--- src/sv/length_prefixed_frame_reassembler_unit_macros.svh ---
// assertion helpers shared by the reassembler modules
`ifndef LENGTH_PREFIXED_FRAME_REASSEMBLER_UNIT_MACROS_SVH
`define LENGTH_PREFIXED_FRAME_REASSEMBLER_UNIT_MACROS_SVH

// same-cycle implication, sampled on clk, off during rst
`define LPFR_ASSERT_NOW(lbl, ante, cons, msg) \
  lbl: assert property (@(posedge clk) disable iff (rst) (ante) |-> (cons)) \
    else $error(msg);

// next-cycle implication, sampled on clk, off during rst
`define LPFR_ASSERT_NEXT(lbl, ante, cons, msg) \
  lbl: assert property (@(posedge clk) disable iff (rst) (ante) |=> (cons)) \
    else $error(msg);

`endif

--- src/sv/lpfr_pkg.sv ---
package lpfr_pkg;

  localparam int BYTE_W       = 8;
  localparam int LEN_W        = 13;
  localparam int CNT_W        = 13;
  localparam int HEADER_BYTES = 8;
  localparam int MAX_MESSAGE  = 4096;
  localparam int CFG_IDX_W    = 1;

  // configuration register indexes
  localparam logic [CFG_IDX_W-1:0] CFG_MIN_LENGTH = 1'b0;
  localparam logic [CFG_IDX_W-1:0] CFG_MAX_LENGTH = 1'b1;

  // reset values of the configuration registers
  localparam logic [LEN_W-1:0] MIN_LENGTH_RST = LEN_W'(HEADER_BYTES);
  localparam logic [LEN_W-1:0] MAX_LENGTH_RST = LEN_W'(MAX_MESSAGE);

  typedef enum logic [2:0] {
    S_COLLECT,
    S_CHECK,
    S_ERR,
    S_HDR,
    S_PASS
  } state_t;

  typedef enum logic [1:0] {
    OUT_ERR,
    OUT_HDR,
    OUT_PASS
  } out_sel_t;

  // controller to datapath
  typedef struct packed {
    logic     hdr_shift_in;
    logic     hdr_rotate;
    logic     count_clr;
    logic     count_inc;
    logic     len_latch;
    logic     out_load;
    out_sel_t out_sel;
  } cmd_t;

  // datapath to controller
  typedef struct packed {
    logic count_hdr_last;
    logic len_ok;
    logic len_is_hdr;
    logic pass_last;
    logic out_free;
  } status_t;

endpackage

--- src/sv/lpfr_ctrl.sv ---
`include "length_prefixed_frame_reassembler_unit_macros.svh"

module lpfr_ctrl (
  input  logic             clk,
  input  logic             rst,
  input  logic             in_valid,
  input  lpfr_pkg::status_t sts,
  output lpfr_pkg::cmd_t   cmd,
  output logic             in_stall
);
  import lpfr_pkg::*;

  state_t state;
  state_t state_next;
  logic   in_fire;

  assign in_fire = in_valid && !in_stall;

  // input side is open while collecting, and while passing if the output can take the item
  always_comb begin
    unique case (state)
      S_COLLECT: in_stall = 1'b0;
      S_PASS:    in_stall = !sts.out_free;
      default:   in_stall = 1'b1;
    endcase
  end

  // next state
  always_comb begin
    state_next = state;
    unique case (state)
      S_COLLECT: begin
        if (in_fire && sts.count_hdr_last) state_next = S_CHECK;
      end
      S_CHECK: begin
        state_next = sts.len_ok ? S_HDR : S_ERR;
      end
      S_ERR: begin
        if (sts.out_free) state_next = S_COLLECT;
      end
      S_HDR: begin
        if (sts.out_free && sts.count_hdr_last) begin
          state_next = sts.len_is_hdr ? S_COLLECT : S_PASS;
        end
      end
      S_PASS: begin
        if (in_fire && sts.pass_last) state_next = S_COLLECT;
      end
      default: state_next = S_COLLECT;
    endcase
  end

  // datapath commands
  always_comb begin
    cmd = '0;
    cmd.out_sel = OUT_PASS;
    unique case (state)
      S_COLLECT: begin
        cmd.hdr_shift_in = in_fire;
        cmd.count_inc    = in_fire;
      end
      S_CHECK: begin
        cmd.len_latch = sts.len_ok;
        cmd.count_clr = 1'b1;
      end
      S_ERR: begin
        cmd.out_load  = sts.out_free;
        cmd.out_sel   = OUT_ERR;
      end
      S_HDR: begin
        cmd.out_load   = sts.out_free;
        cmd.out_sel    = OUT_HDR;
        cmd.hdr_rotate = sts.out_free;
        // header-only message restarts the count, otherwise count on into the body
        cmd.count_clr  = sts.out_free && sts.count_hdr_last && sts.len_is_hdr;
        cmd.count_inc  = sts.out_free && !(sts.count_hdr_last && sts.len_is_hdr);
      end
      S_PASS: begin
        cmd.out_load  = in_fire;
        cmd.out_sel   = OUT_PASS;
        cmd.count_clr = in_fire && sts.pass_last;
        cmd.count_inc = in_fire && !sts.pass_last;
      end
      default: ;
    endcase
  end

  // state register
  always_ff @(posedge clk) begin
    if (rst) begin
      state <= S_COLLECT;
    end else begin
      state <= state_next;
    end
  end

  `LPFR_ASSERT_NEXT(a_eighth_byte_checks, in_fire && state == S_COLLECT && sts.count_hdr_last,
                    state == S_CHECK, "eighth header byte did not lead to the length check")
  `LPFR_ASSERT_NEXT(a_err_resyncs, state == S_ERR && sts.out_free,
                    state == S_COLLECT, "error item did not restart header collection")

endmodule

--- src/sv/lpfr_dp.sv ---
`include "length_prefixed_frame_reassembler_unit_macros.svh"

module lpfr_dp (
  input  logic                                clk,
  input  logic                                rst,
  input  logic [lpfr_pkg::BYTE_W-1:0]         in_byte,
  input  logic                                cfg_we,
  input  logic [lpfr_pkg::CFG_IDX_W-1:0]      cfg_index,
  input  logic [lpfr_pkg::LEN_W-1:0]          cfg_data,
  input  lpfr_pkg::cmd_t                      cmd,
  output lpfr_pkg::status_t                   sts,
  output logic                                out_valid,
  input  logic                                out_stall,
  output logic [lpfr_pkg::BYTE_W-1:0]         out_byte,
  output logic [lpfr_pkg::LEN_W-1:0]          msg_length,
  output logic                                last,
  output logic                                length_error
);
  import lpfr_pkg::*;

  logic [BYTE_W-1:0] hdr [HEADER_BYTES];
  logic [CNT_W-1:0]  count;
  logic [CNT_W:0]    count_plus;
  logic [LEN_W-1:0]  expected;
  logic [LEN_W-1:0]  min_length;
  logic [LEN_W-1:0]  max_length;
  logic [LEN_W-1:0]  lo_bound;
  logic [LEN_W-1:0]  hi_bound;
  logic [31:0]       hdr_len;

  // configuration registers
  always_ff @(posedge clk) begin
    if (rst) begin
      min_length <= MIN_LENGTH_RST;
      max_length <= MAX_LENGTH_RST;
    end else if (cfg_we) begin
      unique case (cfg_index)
        CFG_MIN_LENGTH: min_length <= cfg_data;
        CFG_MAX_LENGTH: max_length <= cfg_data;
        default: ;
      endcase
    end
  end

  // header shift line: new bytes enter at the tail, emit rotates the head out
  always_ff @(posedge clk) begin
    if (cmd.hdr_shift_in) begin
      for (int i = 0; i < HEADER_BYTES - 1; i++) hdr[i] <= hdr[i+1];
      hdr[HEADER_BYTES-1] <= in_byte;
    end else if (cmd.hdr_rotate) begin
      for (int i = 0; i < HEADER_BYTES - 1; i++) hdr[i] <= hdr[i+1];
      hdr[HEADER_BYTES-1] <= hdr[0];
    end
  end

  // byte counter and latched message length
  always_ff @(posedge clk) begin
    if (rst) begin
      count    <= '0;
      expected <= '0;
    end else begin
      if (cmd.count_clr) begin
        count <= '0;
      end else if (cmd.count_inc) begin
        count <= count + CNT_W'(1);
      end
      if (cmd.len_latch) expected <= hdr_len[LEN_W-1:0];
    end
  end

  // length check against clamped bounds
  assign hdr_len  = {hdr[4], hdr[5], hdr[6], hdr[7]};
  assign lo_bound = (min_length < LEN_W'(HEADER_BYTES)) ? LEN_W'(HEADER_BYTES) : min_length;
  assign hi_bound = (max_length > LEN_W'(MAX_MESSAGE)) ? LEN_W'(MAX_MESSAGE) : max_length;
  assign count_plus = {1'b0, count} + (CNT_W+1)'(1);

  assign sts.len_ok = (hdr_len[31:LEN_W] == '0) &&
                      (hdr_len[LEN_W-1:0] >= lo_bound) &&
                      (hdr_len[LEN_W-1:0] <= hi_bound);
  assign sts.count_hdr_last = (count == CNT_W'(HEADER_BYTES - 1));
  assign sts.len_is_hdr     = (expected == LEN_W'(HEADER_BYTES));
  assign sts.pass_last      = (count_plus >= {1'b0, expected});
  assign sts.out_free       = !out_valid || !out_stall;

  // output register
  always_ff @(posedge clk) begin
    if (rst) begin
      out_valid <= 1'b0;
    end else if (cmd.out_load) begin
      out_valid <= 1'b1;
    end else if (!out_stall) begin
      out_valid <= 1'b0;
    end
  end

  always_ff @(posedge clk) begin
    if (cmd.out_load) begin
      unique case (cmd.out_sel)
        OUT_ERR: begin
          out_byte     <= '0;
          msg_length   <= '0;
          last         <= 1'b0;
          length_error <= 1'b1;
        end
        OUT_HDR: begin
          out_byte     <= hdr[0];
          msg_length   <= expected;
          last         <= sts.count_hdr_last && sts.len_is_hdr;
          length_error <= 1'b0;
        end
        OUT_PASS: begin
          out_byte     <= in_byte;
          msg_length   <= expected;
          last         <= sts.pass_last;
          length_error <= 1'b0;
        end
        default: begin
          out_byte     <= '0;
          msg_length   <= '0;
          last         <= 1'b0;
          length_error <= 1'b1;
        end
      endcase
    end
  end

  `LPFR_ASSERT_NOW(a_err_item_clean, out_valid && length_error,
                   out_byte == '0 && msg_length == '0 && !last,
                   "error item carries message fields")
  `LPFR_ASSERT_NOW(a_msg_item_has_length, out_valid && !length_error,
                   msg_length >= LEN_W'(HEADER_BYTES),
                   "message item with length below header size")

endmodule

--- src/sv/length_prefixed_frame_reassembler_unit.sv ---
// Length-prefixed frame reassembler. One byte enters per accepted input item.
// The first eight bytes of a message are collected in a shift line; bytes 4..7
// hold a big-endian total length (header included) that is checked against
// min_length (at least 8) and max_length (at most 4096) in a check state.
// A good header is then sent out as eight items, one per cycle while the
// output is not stalled, followed by each body byte as it arrives, every
// item tagged with msg_length and the final one with last. A bad length
// gives a single item with length_error set and collection restarts at the
// next byte. Header bytes are taken one per cycle; input is held off during
// the check and the header burst; body bytes pass at one per cycle while the
// output is not stalled. The single output register sets the body rate.
// Register writes (index 0 min_length, 1 max_length) apply at the next
// header check.
module length_prefixed_frame_reassembler_unit (
  input  logic                               clk,
  input  logic                               rst,
  input  logic                               in_valid,
  output logic                               in_stall,
  input  logic [lpfr_pkg::BYTE_W-1:0]        in_byte,
  output logic                               out_valid,
  input  logic                               out_stall,
  output logic [lpfr_pkg::BYTE_W-1:0]        out_byte,
  output logic [lpfr_pkg::LEN_W-1:0]         msg_length,
  output logic                               last,
  output logic                               length_error,
  input  logic                               cfg_we,
  input  logic [lpfr_pkg::CFG_IDX_W-1:0]     cfg_index,
  input  logic [lpfr_pkg::LEN_W-1:0]         cfg_data
);
  import lpfr_pkg::*;

  cmd_t    cmd;
  status_t sts;

  // sequencer
  lpfr_ctrl u_ctrl (
    .clk      (clk),
    .rst      (rst),
    .in_valid (in_valid),
    .sts      (sts),
    .cmd      (cmd),
    .in_stall (in_stall)
  );

  // header store, counters, length check, output register
  lpfr_dp u_dp (
    .clk          (clk),
    .rst          (rst),
    .in_byte      (in_byte),
    .cfg_we       (cfg_we),
    .cfg_index    (cfg_index),
    .cfg_data     (cfg_data),
    .cmd          (cmd),
    .sts          (sts),
    .out_valid    (out_valid),
    .out_stall    (out_stall),
    .out_byte     (out_byte),
    .msg_length   (msg_length),
    .last         (last),
    .length_error (length_error)
  );

endmodule
--- config.mk ---
export PLATFORM = sky130hd
export DESIGN_NAME = length_prefixed_frame_reassembler_unit
export DESIGN_NICKNAME = d
export VERILOG_FILES = /design/src/sv/lpfr_pkg.sv /design/src/sv/lpfr_ctrl.sv /design/src/sv/lpfr_dp.sv /design/src/sv/length_prefixed_frame_reassembler_unit.sv
export VERILOG_INCLUDE_DIRS = /design/src /design/src/sv
export SDC_FILE = /design/constraint.sdc
export NUM_CORES = 1
export LEC_CHECK = 0
export ABC_AREA = 1
export BUFFER_PORTS_ARGS = -buffer_cell sky130_fd_sc_hd__clkbuf_2
export CORE_ASPECT_RATIO = 0.8
export CORE_MARGIN = 1.5
export CORE_UTILIZATION = 35
export CTS_CLUSTER_SIZE = 12
export DETAILED_ROUTE_END_ITERATION = 16
export GPL_TIMING_DRIVEN = 0
export PLACE_DENSITY = 0.58
export SETUP_SLACK_MARGIN = 0.5
export SYNTH_ARGS = -nofsm -noshare
export SYNTH_HDL_FRONTEND = slang
export SYNTH_SLANG_ARGS = --single-unit
--- constraint.sdc ---
create_clock -name clk -period 6.5 [get_ports clk]
set_input_delay 0.325 -clock clk [delete_from_list [all_inputs] [get_ports clk]]
set_output_delay 0.325 -clock clk [all_outputs]
set_load 0.03 [all_outputs]
### Word-level counts from Yosys, hierarchy flattened

Memories as Yosys holds them, arrays and structs flattened.
Cells that the tools add are included.

| word-level totals | value |
|---|---|
| memories kept | 1 |
| bits of input ports | 27 |
| flip-flop bits (word level) | 79 |
| RAM bits | 64 |

| cells by class | value |
|---|---|
| equal/unequal tests | 13 |
| muxes and demuxes | 34 |
| reductions and logical operators | 24 |
| add/sub/neg operators | 2 |
| bitwise logic cells | 9 |
| magnitude comparators | 5 |

Memories:

| name | depth | width | read ports | clocked after memory_dff | write ports | line | source |
|---|---|---|---|---|---|---|---|
| u_dp.hdr | 8 | 8 | 8 | 0 | 8 | lpfr_dp.sv:21 | `logic [BYTE_W-1:0] hdr [HEADER_BYTES];` |

Operators with widths:

| cell | count |
|---|---|
| $mux 8 | 8 |
| $mux 13 | 2 |
| $logic_not 19->1 | 1 |
| $pmux 8 s2 | 1 |
| $mux 3 | 5 |
| $pmux 3 s5 | 1 |
| $add 13x1->14 const B | 1 |
| $ge 14x13->1 | 1 |
| $add 13x1->13 const B | 1 |
| $eq 13x3->1 const B | 1 |
| $eq 13x4->1 const B | 1 |
| $ge 13x13->1 | 1 |
| $gt 13x13->1 const B | 1 |
| $le 13x13->1 | 1 |
| $lt 13x4->1 const B | 1 |
| $mux 1 | 12 |
| $logic_and 1x1->1 | 10 |
| $ne 2x1->1 const B | 5 |
| $pmux 3 s3 | 1 |
| $or 1x1->1 | 8 |
| $eq 3x2->1 const B | 2 |
| $logic_not 1->1 | 6 |
| $pmux 1 s3 | 2 |
| $pmux 1 s2 | 2 |
| other kinds (10) | 12 |

### Depth between registers and ports, before layout

| depth | value |
|---|---|
| word-level depth | 10 |
| gate-level depth with buffers | 19 |

### By module

A second synthesis with hierarchy kept.

| second synthesis, totals | value |
|---|---|
| cells, all modules | 678 |
| area total of the unflattened synthesis | 6605.1 µm² |

By module, submodules not included:

| module | area an instance (µm²) | cells each | seq. area each (µm²) | times used |
|---|---|---|---|---|
| lpfr_dp | 6236.0 | 626 | 3673.5 | 1 |
| lpfr_ctrl | 369.1 | 52 | 60.1 | 1 |

### Worst setup path before layout

Ideal clock, no wire load.

| timing path | value |
|---|---|
| kind | reg-to-reg |
| start | register u_ctrl.state[2] |
| end | memory u_dp.hdr[0][0], enable pin |
| clock period less this slack | 5.811 ns |
| setup slack | 0.689 ns |
| cell stages (with the launch flop) | 6 |
| path buffers | 0 |
| required time | 5.926 ns |
| data arrival time | 5.237 ns |
| path through | dfxtp_1 -> inv_2 -> nand2_1 -> nor2_4 -> inv_2 -> o21ai_0 |

RTL lines:

| element | line | source |
|---|---|---|
| start, declared | lpfr_ctrl.sv:13 | `state_t state;` |
| start signal, assigned | lpfr_ctrl.sv:93 | `state <= state_next;` |
| end, declared | lpfr_dp.sv:21 |  |

### Worst setup path after layout

| timing path | value |
|---|---|
| start | register u_dp.count[0] |
| end | register u_dp.count[6] |

| on the way | value |
|---|---|
| longest elaborated chain between the ends | 5 |
| elaborated cells between the ends (all ways) | 15 |

Ends and longest elaborated chain:

| element | line | source |
|---|---|---|
| start, declared | lpfr_dp.sv:22 | `logic [CNT_W-1:0] count;` |
| start signal, assigned | lpfr_dp.sv:65 | `count <= count + CNT_W'(1);` |
| $add 13x1->14 * | lpfr_dp.sv:75 | `assign count_plus = {1'b0, count} + (CNT_W+1)'(1);` |
| via u_dp.count_plus[12] | lpfr_dp.sv:23 | `logic [CNT_W:0] count_plus;` |
| $ge 14x13->1 * | lpfr_dp.sv:82 | `assign sts.pass_last = (count_plus >= {1'b0, expected});` |
| $logic_and 1x1->1 / $logic_not 1->1 (equally long branches) | lpfr_ctrl.sv:81, lpfr_ctrl.sv:82 |  |
| $pmux 1 s3 / $logic_and 1x1->1 (equally long branches) | lpfr_ctrl.sv:57, lpfr_ctrl.sv:82 |  |
| $reduce_or 2->1 (no line) / $pmux 1 s3 (equally long branches) | n/a |  |

The timed path passes the listed nets; every way through them passes the cells marked *.
A chain may end at the register's enable or synchronous reset.

==> results.sh <==
export IMPL_outcome="complete, no violations"
export IMPL_period_share=0.474
export IMPL_ant_nets=0
export IMPL_final_hold_violation_count=0
export IMPL_final_common_cell="nand2_1"
export IMPL_placed_area_sq_um=7460
export IMPL_yosysWarningCount=0
export IMPL_critPathRequiredTime_ns=6.81
export IMPL_slew_headroom=0.618
export IMPL_fp_dieW_um=159
export IMPL_first_pass_iters=5
export IMPL_worstPathCellList="ha_1, nand2_2, nor2_1, nand4_1, nor3_1, xor2_1, inv_1, ha_1, nand3_1, nor3_1, nand2_1, nand4_4, buf_2, nand3_1, nand2_1, nor2_1"
export IMPL_hold_class="input pin to register"
export IMPL_vdd_ir_drop_worst_v=0.000157
export IMPL_syn2layout_area_growth_pct=18.4
export IMPL_grt_pass1_vias=4695
export IMPL_cp_num_cells=16
export IMPL_place_gp_congestion=0.869
export IMPL_cts_max_level=4
export IMPL_clk_pin_slew_worst_paths_ns=0.07
export IMPL_syn_inst=750
export IMPL_min_period_ns=3.08
export IMPL_row_count=45
export IMPL_syn_nets=817
export IMPL_netlist_area_sq_um=6800
export IMPL_rsz0062_at_grt="no"
export IMPL_insertion_delay_ns=0.43
export IMPL_grt_max_degree=32
export IMPL_fin_nets=890
export IMPL_hold_buffers=0
export IMPL_crit_buf_inv=2
export IMPL_max_slew_worst_pin_slew_ns=0.573
export IMPL_powerDensity_nw_per_um2=439
export IMPL_cts_buffer_depth=2
export IMPL_arrival_ns=3.40
export IMPL_cts_tree="built"
export IMPL_total_power_uw=3530
export IMPL_start_util=0.357
export IMPL_r2r_setup_slack_ns=3.42
export IMPL_synth_edf_count=87
export IMPL_numCtsBuffers=17
export IMPL_p_leak_uw=0.00348
export IMPL_crit_path_end_kind="register"
export IMPL_ys_ff_latch=143
export IMPL_register_area_sq_um=3730
export IMPL_grt_overflow_total=0
export IMPL_port_buffers=51
export IMPL_coreArea_sq_um=19000
export IMPL_path_delay_family="simple AND/OR/NAND/NOR gates"
export IMPL_cp_slowest_cell="dfxtp_1"
export IMPL_wire_per_inst_um=13.2
export IMPL_final_cell_mix="nand2_1, nor2_1, inv_1"
export IMPL_ff2ff_path_depth=16
export IMPL_via_per_inst=4.53
export IMPL_cts_resized=0
export IMPL_synth_area_leader_cell="edfxtp_1"
export IMPL_reg2reg_to="u_dp.count[6]"
export IMPL_ys_types=39
export IMPL_via_count=4961
export IMPL_drc=0
export IMPL_chipHeight_um=128
export IMPL_synth_flop_cell="edfxtp_1"
export IMPL_synth_top_area_share=0.384
export IMPL_clock_skew_ns=0.00969
export IMPL_multiInputGateArea_sq_um=2540
export IMPL_slew_violations=0
export IMPL_fillers=1911
export IMPL_drive_above_1_share=0.151
export IMPL_post_cts_setup_buffers=0
export IMPL_ys_seq_area_frac=0.549
export IMPL_path_max_fanout=10
export IMPL_min_from="rst"
export IMPL_avgSynthCellArea_sq_um=9.07
export IMPL_r2r_start="u_dp.count[0]"
export IMPL_io_pins=52
export IMPL_dp_hpwl_mm=10.8
export IMPL_wl_mm=14.5
export IMPL_hold_depth=2
export IMPL_drt_initial_drc_count=268
export IMPL_async_flop_share=0
export IMPL_worst_setup_path_type="register to register"
export IMPL_ctsRootBufferMaster="clkbuf_16"
export IMPL_design_area_sq_um=8050
export IMPL_drv_cap=0
export IMPL_antenna_found_initial=0
export IMPL_track_usage=0.152
export IMPL_max_freq_mhz=325
export IMPL_min_to="u_ctrl.state[1]"
export IMPL_worstSetupStartpointType="register"
export IMPL_cp_slowest_stage_delay_ns=0.36
export IMPL_grt_pass1_wl_mm=23.7
export IMPL_fin_util=0.423
export IMPL_diodes=0
export IMPL_die_area_sq_um=20300
export IMPL_setup_viol=0
export IMPL_synth_area_leaders="edfxtp_1, dfxtp_1, nand2_1"
export IMPL_clock_sinks=143
-- how the worst max path moves through the flow --
stage	startpoint	to
2_1_floorplan	u_ctrl.state[2]	u_dp.hdr[0][0]
3_3_place_gp	u_ctrl.state[2]	u_dp.hdr[6][6]
3_5_place_dp	u_dp.count[0]	u_dp.count[5]
4_1_cts	u_dp.count[0]	u_dp.count[6]
5_1_grt	u_dp.count[0]	u_dp.count[9]
6_report	u_dp.count[0]	u_dp.count[6]
-- flip-flops by register name, summed over array words and instances (netlist names) --
register           flops
u_dp.hdr              64
u_dp.count            13
u_dp.expected         13
u_dp.max_length       13
u_dp.min_length       13
u_dp.msg_length       13
u_dp.out_byte          8
u_ctrl.state           3
u_dp.last              1
u_dp.length_error      1
u_dp.out_valid         1
-- routing by layer --
metal / vias to the layer above / wire length [um] / track usage
met2: 117 / 5680 / 0.217
met3: 18 / 730 / 0.0359
li1: 2597 / - / -
met4: 0 / 255 / 0.0588
met5: - / 0 / 0
met1: 2229 / 7790 / 0.222
-- logic make-up (layout without fill, tap and decap cells) --
family | after synthesis | in the layout | share of synthesized area
and+or+nand+nor | 322 | 322 | 0.204
DFF | 143 | 143 | 0.549
buffers and inverters | 133 | 219 | 0.0802
AOI/OAI and AO/OA | 103 | 103 | 0.0820
adders and majority gates | 40 | 40 | 0.0736
xor gates and xnor gates | 9 | 9 | 0.0116
-- final cells by class --
| class | count | area share |
|---|---|---|
| plain buffers | 18 | 0.0120 |
| clock buffers | 18 | 0.0533 |
| clock inverters | 14 | 0.0197 |
| inverters | 115 | 0.0558 |
| multi-input cells | 474 | 0.315 |
| flip-flops and latches | 143 | 0.464 |
| well taps | 258 | 0.0401 |
| repair buffers | 54 | 0.0401 |
-- synth_stat cells (9+ instances only) --
cell type	instances
xor2_1	9
a21oi_1	31
nor2_1	113
clkbuf_1	11
nand2_1	145
ha_1	40
edfxtp_1	87
o21ai_1	18
o21ai_0	44
inv_1	103
dfxtp_1	56
nand3_1	26
-- report_power, final --
group | internal, uW | switching, uW | total [uW]
clock | 550 | 423 | 973
sequential | 1300 | 164 | 1460
combinational | 384 | 716 | 1100
total | 2230 | 1300 | 3530
-- through the flow --
stage	worst slack, ns	setup TNS [ns]	cells	hold WS, ns
after detailed placement	3.48	0	1062	0.405
after CTS	3.43	0	1094	0.0974
after global routing	3.23	0	1094	0.107
final	3.42	0	1094	0.118
after global placement	-1.13	-72.30	1059	0.400
after floorplan	0.689	0	750	0.394
(Power assumes the default switching activity.)
